===== src/hdl/assert_macros.svh =====
// assertion macros used by the alignment controller core
// expects signals named clk and rst_n in the scope of use
`ifndef ASSERT_MACROS_SVH
`define ASSERT_MACROS_SVH

// checked only while out of reset
`define ASSERT_CLK(lbl, prop, msg) \
    lbl: assert property (@(posedge clk) disable iff (!rst_n) prop) else $error(msg);

// checked at every edge, reset included
`define ASSERT_ALWAYS(lbl, prop, msg) \
    lbl: assert property (@(posedge clk) prop) else $error(msg);

`endif


===== src/hdl/dhac_pkg.sv =====
// shared types and constants of the distance and heading alignment controller
// no dependencies
`timescale 1ns / 1ps

package dhac_pkg;

    // in-tolerance readings needed before done, range 1 to 7
    localparam int HOLD_TICKS  = 5;
    localparam int HOLD_W      = 3;
    localparam int ZERO_W      = 3;

    localparam int RANGE_W     = 14;
    localparam int HEADING_W   = 12;
    localparam int TDIST_W     = 9;
    localparam int AXIS_W      = 2;
    localparam int SPEED_W     = 9;
    localparam int TURN_W      = 11;

    localparam int IN_DATA_W   = 32;
    localparam int OUT_DATA_W  = 32;

    // register indexes
    localparam logic [1:0] REG_TARGET_DIST    = 2'd0;
    localparam logic [1:0] REG_AXIS_SELECT    = 2'd1;
    localparam logic [1:0] REG_TARGET_HEADING = 2'd2;

    // axis codes
    localparam logic [1:0] AXIS_FRONT = 2'd0;
    localparam logic [1:0] AXIS_LEFT  = 2'd1;
    localparam logic [1:0] AXIS_RIGHT = 2'd2;

    // linear law
    localparam int TDIST_RESET   = 12;
    localparam int TDIST_LOW     = 10;
    localparam int SPEED_MAX     = 150;
    localparam int SPEED_MIN     = 50;
    localparam int ERR_SAT       = 50;   // 3 * err reaches the clamp here
    localparam int ERR_HOLD      = 30;
    localparam int ERR_DEAD      = 15;
    localparam int ZERO_SAT      = 7;
    localparam int ZERO_LIMIT    = 5;

    // turn law
    localparam int HEADING_HALF  = 1800;
    localparam int HEADING_FULL  = 3600;
    localparam int HEAD_SAT      = 100;  // 7.5 * d reaches the clamp here
    localparam int HEAD_DEAD     = 15;
    localparam int TURN_MAX      = 750;
    localparam int TURN_MIN      = 250;

    typedef struct packed {
        logic [TDIST_W-1:0]   target_distance_cm;
        logic [AXIS_W-1:0]    axis_select;
        logic [HEADING_W-1:0] target_heading_tenths;  // two's complement
    } dhac_cfg_t;

    typedef struct packed {
        logic [HOLD_W-1:0]  hold_count;
        logic [ZERO_W-1:0]  zero_count;
        logic [SPEED_W-1:0] last_speed;  // two's complement
    } dhac_state_t;

    typedef struct packed {
        logic [SPEED_W-1:0] vel_x_mms;
        logic [SPEED_W-1:0] vel_y_mms;
        logic [TURN_W-1:0]  turn_mrads;
        logic               done_res;
    } dhac_res_t;

endpackage


===== src/hdl/dhac_law.sv =====
// control law of one tick: linear speed, turn rate, hold and zero counters
// depends on dhac_pkg
`timescale 1ns / 1ps

module dhac_law
(
    input  dhac_pkg::dhac_cfg_t                 cfg,
    input  dhac_pkg::dhac_state_t               state,
    input  logic [dhac_pkg::RANGE_W-1:0]        range_mm,
    input  logic signed [dhac_pkg::HEADING_W-1:0] heading_tenths,
    output dhac_pkg::dhac_state_t               state_next,
    output dhac_pkg::dhac_res_t                 res
);

    logic [8:0]         tcm_eff;
    logic [12:0]        tmm;
    logic signed [15:0] err;
    logic [14:0]        err_abs;
    logic signed [8:0]  e_small;
    logic signed [8:0]  v_lin;
    logic signed [8:0]  v_clamp;
    logic signed [8:0]  v_floor;
    logic signed [8:0]  v_pick;
    logic signed [8:0]  v_final;
    logic               range_zero;
    logic [2:0]         zc_new;
    logic [2:0]         hold_new;
    logic               done;

    logic signed [12:0] d_raw;
    logic signed [12:0] d_wrap;
    logic [10:0]        d_abs;
    logic [10:0]        prod;
    logic [9:0]         mag;
    logic [10:0]        turn_val;

    // linear speed
    always_comb
    begin
        tcm_eff = (cfg.target_distance_cm < 9'(dhac_pkg::TDIST_LOW))
                  ? 9'(dhac_pkg::TDIST_RESET) : cfg.target_distance_cm;
        tmm     = {1'b0, tcm_eff, 3'b000} + {3'b000, tcm_eff, 1'b0};
        err     = $signed({2'b00, range_mm}) - $signed({3'b000, tmm});
        err_abs = err[15] ? 15'(-err) : err[14:0];
        e_small = err[8:0];
        v_lin   = (e_small <<< 1) + e_small;
        range_zero = (range_mm == '0);

        if (err >= dhac_pkg::ERR_SAT)
            v_clamp = 9'(dhac_pkg::SPEED_MAX);
        else if (err <= -dhac_pkg::ERR_SAT)
            v_clamp = 9'(-dhac_pkg::SPEED_MAX);
        else
            v_clamp = v_lin;

        if (v_clamp >= dhac_pkg::SPEED_MIN || v_clamp <= -dhac_pkg::SPEED_MIN)
            v_floor = v_clamp;
        else if (v_clamp > 0)
            v_floor = 9'(dhac_pkg::SPEED_MIN);
        else
            v_floor = 9'(-dhac_pkg::SPEED_MIN);

        // no reading replays the previous speed
        if (range_zero)
        begin
            v_pick = $signed(state.last_speed);
            zc_new = (state.zero_count == 3'(dhac_pkg::ZERO_SAT))
                     ? state.zero_count : state.zero_count + 3'd1;
        end
        else
        begin
            v_pick = (err_abs < 15'(dhac_pkg::ERR_DEAD)) ? '0 : v_floor;
            zc_new = '0;
        end

        v_final = (zc_new > 3'(dhac_pkg::ZERO_LIMIT)) ? 9'(-dhac_pkg::SPEED_MIN) : v_pick;

        if (err_abs < 15'(dhac_pkg::ERR_HOLD))
            hold_new = state.hold_count + 3'd1;
        else if (!range_zero)
            hold_new = '0;
        else
            hold_new = state.hold_count;

        done = (hold_new >= 3'(dhac_pkg::HOLD_TICKS));

        state_next.hold_count = done ? '0 : hold_new;
        state_next.zero_count = done ? '0 : zc_new;
        state_next.last_speed = v_final;
    end

    // axis routing
    always_comb
    begin
        res.vel_x_mms = '0;
        res.vel_y_mms = '0;
        case (cfg.axis_select)
            dhac_pkg::AXIS_FRONT: res.vel_x_mms = v_final;
            dhac_pkg::AXIS_LEFT:  res.vel_y_mms = v_final;
            dhac_pkg::AXIS_RIGHT: res.vel_y_mms = -v_final;
            default:
            begin
                res.vel_x_mms = '0;
                res.vel_y_mms = '0;
            end
        endcase
        res.turn_mrads = turn_val;
        res.done_res = done;
    end

    // turn rate, heading error wrapped once
    always_comb
    begin
        d_raw = $signed({cfg.target_heading_tenths[11], cfg.target_heading_tenths})
              - $signed({heading_tenths[11], heading_tenths});
        if (d_raw < -dhac_pkg::HEADING_HALF)
            d_wrap = d_raw + 13'(dhac_pkg::HEADING_FULL);
        else if (d_raw > dhac_pkg::HEADING_HALF)
            d_wrap = d_raw - 13'(dhac_pkg::HEADING_FULL);
        else
            d_wrap = d_raw;

        d_abs = d_wrap[12] ? 11'(-d_wrap) : d_wrap[10:0];
        // 15 * |d| for |d| below the clamp point
        prod  = {d_abs[6:0], 4'b0000} - {4'b0000, d_abs[6:0]};

        if (d_abs >= 11'(dhac_pkg::HEAD_SAT))
            mag = 10'(dhac_pkg::TURN_MAX);
        else
            mag = prod[10:1];
        if (mag < 10'(dhac_pkg::TURN_MIN))
            mag = 10'(dhac_pkg::TURN_MIN);
        if (d_abs < 11'(dhac_pkg::HEAD_DEAD))
            mag = '0;

        turn_val = d_wrap[12] ? -{1'b0, mag} : {1'b0, mag};
    end

endmodule


===== src/hdl/distance_heading_align_controller_core.sv =====
// top level of the distance and heading alignment controller
// depends on dhac_pkg, dhac_law and assert_macros.svh
`timescale 1ns / 1ps

// One request per control tick: range in mm and heading in tenths of a degree in,
// velocity commands, turn rate and a done flag out. A new request is taken every
// clock cycle unless the output stalls; each result passes through the input
// register, then the law logic into the result register. The controller state (hold
// count, zero-reading count, last speed) is updated as each request moves from the
// input register to the result register, so results follow requests strictly in
// order. Configuration writes take effect at once; users must make them while idle (unchecked).
`include "assert_macros.svh"

module distance_heading_align_controller_core
(
    input  logic        clk,
    input  logic        rst_n,

    input  logic        cfg_wr_en,
    input  logic [1:0]  cfg_addr,
    input  logic [11:0] cfg_wdata,

    input  logic        s_tvalid,
    output logic        s_tready,
    input  logic [31:0] s_tdata,   // [13:0] range_mm, [25:14] heading_tenths, rest zero

    output logic        m_tvalid,
    input  logic        m_tready,
    output logic [31:0] m_tdata    // [8:0] vel_x_mms, [17:9] vel_y_mms,
                                   // [28:18] turn_mrads, [29] done_res, rest zero
);

    dhac_pkg::dhac_cfg_t   cfg_reg;
    dhac_pkg::dhac_state_t state_reg;
    dhac_pkg::dhac_state_t state_next;
    dhac_pkg::dhac_res_t   law_res;
    dhac_pkg::dhac_res_t   out_reg;

    logic                                 stage_valid_reg;
    logic [dhac_pkg::RANGE_W-1:0]         stage_range_reg;
    logic signed [dhac_pkg::HEADING_W-1:0] stage_heading_reg;
    logic                                 out_valid_reg;
    logic                                 advance;
    logic                                 accept;

    assign advance  = stage_valid_reg && (!out_valid_reg || m_tready);
    assign s_tready = !stage_valid_reg || advance;
    assign accept   = s_tvalid && s_tready;

    always_ff @(posedge clk or negedge rst_n)
    begin
        if (!rst_n)
        begin
            cfg_reg.target_distance_cm    <= 9'(dhac_pkg::TDIST_RESET);
            cfg_reg.axis_select           <= dhac_pkg::AXIS_FRONT;
            cfg_reg.target_heading_tenths <= '0;
        end
        else if (cfg_wr_en)
        begin
            case (cfg_addr)
                dhac_pkg::REG_TARGET_DIST:
                    cfg_reg.target_distance_cm <= cfg_wdata[8:0];
                dhac_pkg::REG_AXIS_SELECT:
                    cfg_reg.axis_select <= cfg_wdata[1:0];
                dhac_pkg::REG_TARGET_HEADING:
                    cfg_reg.target_heading_tenths <= cfg_wdata;
                default:
                    cfg_reg <= cfg_reg;
            endcase
        end
    end

    // control state and valid flags
    always_ff @(posedge clk or negedge rst_n)
    begin
        if (!rst_n)
        begin
            state_reg       <= '0;
            stage_valid_reg <= 1'b0;
            out_valid_reg   <= 1'b0;
        end
        else
        begin
            if (advance)
                state_reg <= state_next;
            if (s_tready)
                stage_valid_reg <= s_tvalid;
            if (advance)
                out_valid_reg <= 1'b1;
            else if (m_tready)
                out_valid_reg <= 1'b0;
        end
    end

    // payload
    always_ff @(posedge clk)
    begin
        if (accept)
        begin
            stage_range_reg   <= s_tdata[13:0];
            stage_heading_reg <= s_tdata[25:14];
        end
        if (advance)
            out_reg <= law_res;
    end

    dhac_law u_law
    (
        .cfg            (cfg_reg),
        .state          (state_reg),
        .range_mm       (stage_range_reg),
        .heading_tenths (stage_heading_reg),
        .state_next     (state_next),
        .res            (law_res)
    );

    assign m_tvalid = out_valid_reg;
    assign m_tdata  = {2'b00, out_reg.done_res, out_reg.turn_mrads,
                       out_reg.vel_y_mms, out_reg.vel_x_mms};

    `ASSERT_CLK(a_hold_below_limit,
        state_reg.hold_count < 3'(dhac_pkg::HOLD_TICKS),
        "hold count reached limit without clearing")
    `ASSERT_CLK(a_done_clears,
        advance && law_res.done_res |=>
            state_reg.hold_count == 3'd0 && state_reg.zero_count == 3'd0,
        "counters not cleared after done")
    `ASSERT_CLK(a_zero_run_backs_off,
        advance && stage_range_reg == '0
            && state_reg.zero_count >= 3'(dhac_pkg::ZERO_LIMIT) |=>
            $signed(state_reg.last_speed) == -dhac_pkg::SPEED_MIN,
        "long zero run did not force back-off speed")

endmodule


===== config.mk =====
export PLATFORM = sky130hd
export DESIGN_NAME = distance_heading_align_controller_core
export DESIGN_NICKNAME = d
export VERILOG_FILES = /design/src/hdl/dhac_pkg.sv /design/src/hdl/dhac_law.sv /design/src/hdl/distance_heading_align_controller_core.sv
export VERILOG_INCLUDE_DIRS = /design/src /design/src/hdl
export SDC_FILE = /design/constraint.sdc
export NUM_CORES = 1
export LEC_CHECK = 0
export ABC_AREA = 0
export BUFFER_PORTS_ARGS = -buffer_cell sky130_fd_sc_hd__buf_4
export CAP_MARGIN = 0
export CORE_MARGIN = 4
export CORE_UTILIZATION = 60
export DETAILED_ROUTE_END_ITERATION = 12
export PLACE_DENSITY = 0.81
export SLEW_MARGIN = 10
export SYNTH_ARGS = -nofsm -noshare
export SYNTH_HDL_FRONTEND = slang
export SYNTH_SLANG_ARGS = --single-unit

===== constraint.sdc =====
create_clock -name clk -period 8.5 [get_ports clk]
set_input_delay 0 -clock clk [delete_from_list [all_inputs] [get_ports clk]]
set_output_delay 0 -clock clk [all_outputs]
set_load 0.01 [all_outputs]

Word level (Yosys, flattened, before mapping)
Cells that the tools add are included.
{"block": "word_totals", "reg_bits": 96, "input_bits": 51, "out_inout_bits": 34, "wordCells": 87}
{"block": "classes", "add_sub_neg": 13, "order_cmp": 15, "n_eq_ne": 5, "mux": 25, "reduce_logical": 14}
{"cell": "$mux 9", "count": 8}
{"cell": "$mux 10", "count": 4}
{"cell": "$mux 13", "count": 2}
{"cell": "$mux 3", "count": 6}
{"cell": "$pmux 9 s2", "count": 1}
{"cell": "$ge 15x7->1 const B", "count": 1}
{"cell": "$le 15x7->1 const B", "count": 1}
{"cell": "$lt 15x4->1 const B", "count": 1}
{"cell": "$lt 15x5->1 const B", "count": 1}
{"cell": "$mux 15", "count": 1}
{"cell": "$neg 15->15", "count": 1}
{"cell": "$sub 14x13->15", "count": 1}
{"cell": "$logic_not 14->1", "count": 1}
{"cell": "$add 12x10->13", "count": 1}
{"cell": "$add 13x13->13 const B", "count": 1}
{"cell": "$gt 13x12->1 const B", "count": 1}
{"cell": "$lt 13x12->1 const B", "count": 1}
{"cell": "$sub 12x12->13", "count": 1}
{"cell": "$sub 13x13->13 const B", "count": 1}
{"cell": "$ge 11x7->1 const B", "count": 1}
{"cell": "$lt 11x4->1 const B", "count": 1}
{"cell": "$mux 11", "count": 1}
{"cell": "$neg 10->11", "count": 1}
{"cell": "$neg 11->11", "count": 1}
{"cell": "other kinds (21)", "count": 32}

Longest topological paths before layout
Gate-level depths: netlist (run 1).
{"block": "depth", "depth_word": 15, "depth_mapped": 31, "ltp_nobuf": 31}

Modules after synthesis
From an unflattened synthesis (run 1), not the netlist that was laid out.
{"block": "hier_totals", "cells_unflattened": 892, "area_unflattened_um2": 8456.9}
{"module": "dhac_law", "instances": 1, "cells_each": 742, "area_each_um2": 5123.7, "seq_area_each_um2": 0.0}
{"module": "distance_heading_align_controller_core", "instances": 1, "cells_each": 150, "area_each_um2": 3333.2, "seq_area_each_um2": 2685.1}

Worst setup path after synthesis (run 1)
No wires, ideal clock.
{"block": "synth_path", "kind": "flip-flop to flip-flop", "startpoint": "register cfg_reg[0] (netlist bit)", "endpoint": "register out_reg, in the netlist m_tdata[24], data pin", "setup_time_ns": 0.259, "t_arrival_ns": 5.791, "setup_slack_ns": 2.451, "stages_incl_launch_ff": 29, "path_buffers": 1, "cell_sequence": "dfrtp_1 -> inv_1 -> ha_1 -> fa_1 -> nand2b_1 -> a21oi_1 -> xor2_1 -> buf_2 -> inv_2 -> ha_1 -> nand3_1 -> a211o_4 -> a21oi_4 -> nor3_1 -> or3_4 -> xnor2_4 -> ha_1 -> a21oi_1 -> inv_1 -> a41o_1 -> a211oi_2 -> mux2i_1 -> nand2_1 -> o21ai_2 -> o21ai_1 -> ha_1 -> a21oi_1 -> o21ai_1 -> xnor2_1"}
{"element": "from (decl)", "line_no": "distance_heading_align_controller_core.sv:33", "text": "dhac_pkg::dhac_cfg_t cfg_reg;"}
{"element": "from (signal assigned)", "line_no": "distance_heading_align_controller_core.sv:68", "text": "cfg_reg <= cfg_reg;"}
{"element": "to (signal assigned)", "line_no": "distance_heading_align_controller_core.sv:104", "text": "out_reg <= law_res;"}
{"element": "to (decl)", "line_no": "distance_heading_align_controller_core.sv:37", "text": "dhac_pkg::dhac_res_t out_reg;"}

==> out/results.ini, run 1 <==
[run_status]
outcome=completed

[clock_network]
htree_levels=3
numCtsBuffers=9
cts.sinks=96
cts-root-buf=clkbuf_16
clk_pin_slew_ps=70
clk_path_buf_depth=2
clk-insertion-delay-late_ps=350
ctsResizeCount=0
cts_tree=built

[flow_run]
drv_cap=0

[synth]
synth_ff_type=edfxtp_1
yosys_warnings=0
synthCells=982
syn_area_sq_um=8962
synth.avg_cell_area_sq_um=9.127
yosys_register_bits=96
yosysSeqAreaShare_pct=29.96
synth_edf_count=56
ys_async_sr_fraction_pct=41.67
yosysUniqueCellTypes=103

[timing]
tightestPinTransition_ps=850.3
fin_worst_skew_ps=9.562
period_minus_slack_ps=7108
max_freq_mhz=140.7
final-hold-violation-count=0
rsz0062_at_grt=false
slew_headroom_pct=42.83
finalMaxSlewViolations=0
setup_viol=0
min_period_over_period_pct=83.62
setup_tns_ps=0

[routing]
wl_microns=22060
drtIter0Drc=763
drt_pass1_iterations=5
post_drt_via_cell_ratio=6.195
drtAntennaViolNets=0
vias=7923
drc=0
routedWlPerCell_microns=17.24

[die]
pin_count=85
die_x_microns=130.2
rows=44
coreArea_sq_um=14590
dieArea_sq_um=16960
initial_utilization_pct=61.43
die-height_microns=130.2

[layout]
largest_register_ffs=30
final_cell_mix=nor2_1 (84), buf_4 (82), nand2_1 (79)
areaGrowthSynthToFinish_pct=15.75
fin_nets=1215
final_common_cell=nor2_1
drive_above_1_share_pct=17.82

[critical_path]
cp-end-kind=flop
setup.worst_path.class=flop to flop
cp-start-kind=flop
critPathRequiredTime_ps=8600
path_max_fanout=7
arrival_ps=7210
critPathMaxStageDelay_ps=490
cp_slowest_cell=a2111oi_4

[grt]
grt_max_degree=41
grt_pass1_vias=7545
grt.overflow.total=0
grt_pass1_wl_microns=36230
antenna_found_initial=1
grtUsageTotal_pct=26.41

[hold_path]
min_path_type=input pin to flop

[placed_design]
dp.final_hpwl_microns=16440
numPortBuffers=76
globalplace.congestion=0.9113

[timing repair]
action	4_1_cts	5_1_grt
hold buffers	42	0
setup buffers	0	0
hold endpoints to repair	91	0
[path summary, 6_finish.rpt]
path / start / end / slack, ps / cells after the start
max reg2reg: cfg_reg[0] / m_tdata[24] / 1390 / 26
min in group asynchronous: rst_n / stage_valid_reg / 180 / 2
min: cfg_addr[1] / cfg_reg[13] / 110 / 3
max in group asynchronous: rst_n / cfg_reg[17] / 7940 / 2
max: cfg_reg[0] / m_tdata[24] / 1390 / 26
min reg2reg: state_reg[8] / state_reg[8] / 480 / 2
[metrics by stage]
step | std cells | instance area, sq um | util (%) | hold WS (ps) | setup slack (ps)
CTS | 1278 | 10370 | 71.09 | 66.31 | 1489
finish | 1279 | 10370 | 71.11 | 106.2 | 1392
detailed placement | 1220 | 9654 | 66.18 | 18.66 | 1561
global placement | 1220 | 9654 | 66.18 | 20.69 | 1645
floorplan | 983 | 8966 | - | -295.6 | 2451
global route | 1279 | 10370 | 71.11 | 130.5 | 823.9
[routing by layer]
metal  vias up  share of wire (%)  GRT usage (%)
li1       3856                  -              -
met1      3773                 42          33.87
met2       252                 51          45.87
met3        42                4.7          3.357
met4         0                2.4          9.413
met5         -                  0              0
[layout make-up]
cell class / instances / area (sq um)
Clock inverter: 7 / 71.32
Antenna cell: 1 / 2.502
Sequential cell: 96 / 2685
Inverter: 64 / 240.2
Tap cell: 184 / 230.2
Multi-Input combinational cell: 794 / 5883
Clock buffer: 9 / 225.2
Timing Repair Buffer: 124 / 1036
Fill cell: 1090 / 4215
[critical path: cells and delay by family, from the launching register on]
family | cells | cell delay [ps]
muxes | 1 | 420
xor gates and xnor gates | 1 | 150
buffers and inverters | 3 | 250
AOI/OAI and AO/OA | 11 | 3090
DFF | 1 | 350
and+or+nand+nor | 6 | 1450
adders and majority gates | 4 | 1150
[kinds of logic (layout without fill, tap and decap cells)]
family / count (synthesis) / count (layout) / synth area share, %
buf+inv: 93 / 204 / 4.439
flops: 96 / 96 / 29.96
other cells: 1 / 3 / 0.04184
compound gates: 277 / 277 / 24.15
simple gates: 346 / 346 / 19.75
xor+xnor: 57 / 57 / 6.282
mux: 37 / 37 / 4.481
fa+ha+maj: 75 / 75 / 10.89
[Yosys cell counts (7+ instances only)]
cell type / count / area, sq um
nor2_1: 84 / 315.3
nand2_1: 79 / 296.5
ha_1: 70 / 875.8
inv_1: 63 / 236.5
edfxtp_1: 56 / 1682
a21oi_1: 46 / 230.2
o21ai_0: 42 / 210.2
dfrtp_1: 38 / 950.9
xnor2_1: 34 / 297.8
nand3_1: 32 / 160.2
nor3_1: 28 / 140.1
mux2_2: 25 / 281.5
a211oi_1: 17 / 127.6
a21o_1: 16 / 120.1
o211ai_1: 16 / 120.1
xor2_1: 16 / 140.1
clkbuf_1: 15 / 56.30
nand2b_1: 15 / 93.84
and2_1: 14 / 87.58
and3_1: 14 / 87.58
mux2i_1: 12 / 120.1
nand4_1: 11 / 68.82
nor2b_1: 10 / 62.56
o21a_1: 10 / 75.07
o21ai_1: 10 / 50.05
or2_2: 9 / 56.30
nor4_1: 8 / 50.05
o211a_1: 8 / 80.08
o31ai_1: 8 / 60.06
a22oi_1: 7 / 52.55
or3_1: 7 / 43.79
Power of run 1 is left out: the tool's default activity adds up to more than one toggle a clock period on the data nets, which glitch-free logic cannot reach.
==> run 2: changes to the inputs <==
Settings changed: CORE_UTILIZATION 60 to 55, PLACE_DENSITY 0.81 to 0.78.
Clock period 8.5 ns to 6 ns, I/O delays scaled along.
==> out/results.ini, run 2 (synthesis results as in run 1) <==
[timing]
rsz0062_at_grt=true
setup_tns_ps=0  ; unchanged
slew_headroom_pct=33.18  ; -9.6 points
final-hold-violation-count=0  ; unchanged
tightestPinTransition_ps=993.8  ; +143.5 ps
period_minus_slack_ps=5814  ; -1293 ps
fin_worst_skew_ps=9.729  ; +0.1672 ps
max_freq_mhz=172.0  ; +22%
min_period_over_period_pct=96.90  ; +13 points
setup_viol=0  ; unchanged
finalMaxSlewViolations=0  ; unchanged

[layout]
fin_nets=1306  ; +7.5%
largest_register_ffs=30  ; unchanged
antennaDiodeCount=0  ; -1
final_cell_mix=buf_4 (173), nor2_1 (78), nand2_1 (75)
areaGrowthSynthToFinish_pct=28.33
fin_util_pct=72.14  ; +1.0 points
final_common_cell=buf_4
stdcell_area_sq_um=11500  ; +11%
drive_above_1_share_pct=29.54  ; +12 points
fin_cells=1401  ; +9.5%

[grt]
grt_pass1_vias=8158  ; +8.1%
antenna_found_initial=0  ; -1
grt_max_degree=41  ; unchanged
grt_pass1_wl_microns=39370  ; +8.7%
grt.overflow.total=0  ; unchanged
grtUsageTotal_pct=26.39  ; about the same

[die]
die_x_microns=135.7  ; +4.2%
pin_count=85  ; unchanged
rows=46  ; +4.5%
coreArea_sq_um=15940  ; +9.3%
initial_utilization_pct=56.22  ; -5.2 points
dieArea_sq_um=18400  ; +8.5%
die-height_microns=135.7  ; +4.2%

[critical_path]
cp_slowest_cell=or4_4
r2r-end=m_tdata[17]
cp-startpoint=cfg_reg[19]
rr_worst_depth=26  ; unchanged
cp-end-kind=flop
critPathRequiredTime_ps=6100  ; -2500 ps
rrSetupSlack_ps=190  ; -1210 ps
cp-endpoint=m_tdata[17]
path_max_fanout=3  ; -4
cp-start-kind=flop
r2r-start=cfg_reg[19]
setup.worst_path.class=flop to flop
arrival_ps=5910  ; -1300 ps
critPathMaxStageDelay_ps=600  ; +110 ps

[routing]
vias=8375  ; +5.7%
drt_pass1_iterations=6  ; +1
routedWlPerCell_microns=17.63  ; +2.3%
post_drt_via_cell_ratio=5.978  ; -3.5%
drtIter0Drc=556  ; -27%
drc=0  ; unchanged
drtAntennaViolNets=0  ; unchanged
wl_microns=24710  ; +12%

[placed_design]
dp.cells=1334  ; +9.3%
dp.final_hpwl_microns=17480  ; +6.3%
numPortBuffers=76  ; unchanged
globalplace.congestion=0.9434  ; +3.5%
placed_cell_area_sq_um=10320  ; +6.9%

[clock_network]
cts.sinks=96  ; unchanged
clk_pin_slew_ps=70  ; about the same
clk_path_buf_depth=2  ; unchanged
cts-root-buf=clkbuf_16
cts_tree=built
htree_levels=3  ; unchanged
numCtsBuffers=9  ; unchanged
clk-insertion-delay-late_ps=360  ; about the same

[hold_path]
hold_path_startpoint=cfg_wr_en
min_path_type=input pin to flop

[flow_run]
drv_cap=0  ; unchanged

[run_status]
outcome=completed

-- run 2: what timing repair did --
item | CTS | global route
setup buffers | 3 | 7
gates resized for setup | 11 | 71
setup endpoints to repair | 5 | 26
pin swaps | 5 | 26
hold buffers | 41 | 0
endpoints found under the hold margin | 91 | 0
-- run 2: area by class of cell --
class                           count  area, sq um
Multi-Input combinational cell    794         6280
Fill cell                        1167         4442
Sequential cell                    96         2685
Timing Repair Buffer              215         1720
Tap cell                          216        270.3
Inverter                           64        240.2
Clock buffer                        9        225.2
Clock inverter                      7        80.08
-- run 2: layer usage --
metal | GRT usage [%] | vias up | part of all wire (%)
met5 | 0 | - | 0
met4 | 9.071 | 0 | 3.0
met3 | 4.643 | 63 | 5.6
met2 | 46.35 | 265 | 51
met1 | 32.75 | 3998 | 41
li1 | - | 4049 | -
-- run 2: how the worst min path moves through the flow --
stage | endpoint | slack (ps) | cells after the start
after detailed placement | m_tvalid | 10 | 1
after global placement | m_tvalid | 10 | 1
after floorplan | cfg_reg[0] | -300 | 0
after global routing | cfg_reg[13] | 110 | 3
final | cfg_reg[13] | 120 | 3
after CTS | cfg_reg[12] | 100 | 3
-- run 2: through the flow --
stage / worst slack [ps] / hold slack (ps)
global placement: 105.7 / 10.20
floorplan: 20.43 / -295.6
finish: 186.0 / 117.4
CTS: 5.212 / 95.99
global route: -137.0 / 110.3
detailed placement: -28.00 / 12.92
-- run 2: worst max-delay path: cells and delay by family (launching register included) --
family | cells | cell delay (ps)
simple gates | 10 | 2120
xor+xnor | 1 | 140
fa+ha+maj | 2 | 480
buf+inv | 3 | 430
compound gates | 10 | 1970
flops | 1 | 390
Power of run 2 is left out for the same reason.
==> run 3: changes to the inputs <==
--- a/config.mk
+++ b/config.mk
@@ -14,5 +14,5 @@
 export DETAILED_ROUTE_END_ITERATION = 12
 export PLACE_DENSITY = 0.78
-export SLEW_MARGIN = 10
+export SLEW_MARGIN = 20
 export SYNTH_ARGS = -nofsm -noshare
 export SYNTH_HDL_FRONTEND = slang
==> constraint.sdc (replaced) <==
create_clock -name clk -period 6 [get_ports clk]
set_input_delay 1.2 -clock clk [delete_from_list [all_inputs] [get_ports clk]]
set_output_delay 1.2 -clock clk [all_outputs]
set_load 0.01 [all_outputs]
==> out/results.ini, run 3 (synthesis results as in run 1) <==
[placed_design]
numPortBuffers=76  ; unchanged
pre_cts_slack_ps=-118.0  ; -89.98 ps
globalplace.congestion=0.9500  ; +0.70%
placed_cell_area_sq_um=10510  ; +1.8%
dp.final_hpwl_microns=17230  ; -1.4%

[die]
die-height_microns=135.7  ; unchanged
die_x_microns=135.7  ; unchanged
pin_count=85  ; unchanged
rows=46  ; unchanged
coreArea_sq_um=15940  ; unchanged
dieArea_sq_um=18400  ; unchanged
initial_utilization_pct=56.22  ; unchanged

[clock_network]
clk_pin_slew_ps=70  ; about the same
clk-insertion-delay-late_ps=360  ; about the same
cts_tree=built
htree_levels=3  ; unchanged
cts-root-buf=clkbuf_16
cts.sinks=96  ; unchanged
clk_path_buf_depth=2  ; unchanged
numCtsBuffers=9  ; unchanged

[timing]
fin_worst_skew_ps=11.21  ; +1.485 ps
min_period_over_period_pct=96.00  ; -0.90 points
slew_headroom_pct=34.63  ; +1.4 points
setup_viol=0  ; unchanged
final-hold-violation-count=0  ; unchanged
finalMaxSlewViolations=0  ; unchanged
period_minus_slack_ps=5760  ; -53.86 ps
tightestPinTransition_ps=972.2  ; -21.54 ps
setup_ws_ps=239.8  ; +53.86 ps
max_freq_mhz=173.6  ; +0.93%

[layout]
stdcell_area_sq_um=11310  ; -1.6%
fin_util_pct=70.95  ; -1.2 points
seq_area_sq_um=2685  ; unchanged
multi_input_area_sq_um=6217  ; -1.0%
num-fill-cells=1200  ; +2.8%
drive_above_1_share_pct=32.09  ; +2.6 points
final_common_cell=buf_4
fin_nets=1302  ; -0.31%
final_cell_mix=buf_4 (210), nor2_1 (79), nand2_1 (77)
antennaDiodeCount=0  ; unchanged
areaGrowthSynthToFinish_pct=26.22
largest_register_ffs=30  ; unchanged

[critical_path]
cp-start-kind=flop
cp-end-kind=flop
path_max_fanout=4  ; +1
critPathMaxStageDelay_ps=560  ; -40 ps
cp_slowest_cell=or4_4
critPathMostFrequentCell=buf_4
arrival_ps=5950  ; +40 ps
setup.worst_path.class=flop to flop
critPathRequiredTime_ps=6190  ; +90 ps
worst_path_dominant_cell_family=simple AND/OR/NAND/NOR gates
path_buf_inv=5  ; +2

[routing]
routedWlPerCell_microns=16.18  ; -8.3%
drtAntennaViolNets=0  ; unchanged
post_drt_via_cell_ratio=5.822  ; -2.6%
drtIter0Drc=623  ; +12%
drc=0  ; unchanged
drt_pass1_iterations=5  ; -1
vias=8133  ; -2.9%
wl_microns=22600  ; -8.5%

[grt]
grt_pass1_vias=7644  ; -6.3%
grt_max_degree=41  ; unchanged
antenna_found_initial=0  ; unchanged
grtUsageTotal_pct=23.88  ; -2.5 points
grt.overflow.total=0  ; unchanged
grt_pass1_wl_microns=35940  ; -8.7%

[run_status]
outcome=completed

[hold_path]
min_path_type=flop to flop

[flow_run]
drv_cap=0  ; unchanged

## run 3: path summary, 6_finish.rpt
check | startpoint | end | slack, ps | depth (start not counted)
max in group asynchronous | rst_n | cfg_reg[16] | 4810 | 1
setup / recovery | cfg_reg[18] | m_tdata[15] | 240 | 31
hold reg to reg | state_reg[6] | state_reg[6] | 490 | 2
min in group asynchronous | rst_n | state_reg[4] | 820 | 1
hold / removal | state_reg[6] | state_reg[6] | 490 | 2
setup reg to reg | cfg_reg[18] | m_tdata[15] | 240 | 31
## run 3: final cells by class
cell class | instances | area share [%]
multi-input combinational | 794 | 54.96
sequential | 96 | 23.74
timing repair buffer | 211 | 14.04
tap | 216 | 2.389
inverter | 64 | 2.124
clock buffer | 9 | 1.991
clock inverter | 7 | 0.7632
## run 3: worst register-to-register path, delay by kind of cell (launching register included)
family                   cells  cell delay (ps)
AND/OR/NAND/NOR             10             1790
AO/OA/AOI/OAI               11             1700
adder cells (fa/ha/maj)      4              940
buffers and inverters        5              630
flip-flops                   1              390
XOR/XNOR                     1              140
## run 3: per-stage QoR
| stage | instances | TNS [ps] | hold WS (ps) |
|---|---|---|---|
| 6_report | 1397 | 0 | 491.1 |
| 5_1_grt | 1397 | -351.3 | 516.1 |
| 4_1_cts | 1380 | 0 | 493.2 |
| 3_5_place_dp | 1359 | -304.6 | 479.3 |
| 3_3_place_gp | 1359 | -23.17 | 460.2 |
| 2_1_floorplan | 983 | 0 | 444.7 |
## run 3: repair_timing
item                       4_1_cts  5_1_grt
setup endpoints to repair        6       18
buffers inserted                 5       17
resized for setup               12       61
hold buffers                     0        0
pin swaps                        7       20
## run 3: layer usage
layer	vias up	global-route usage (%)	part of all wire (%)
met5	-	0	0
met4	0	6.327	1.8
met3	38	3.529	4.6
met2	209	41.54	50
met1	3855	31.17	43
li1	4031	-	-
Power of run 3 is left out for the same reason.
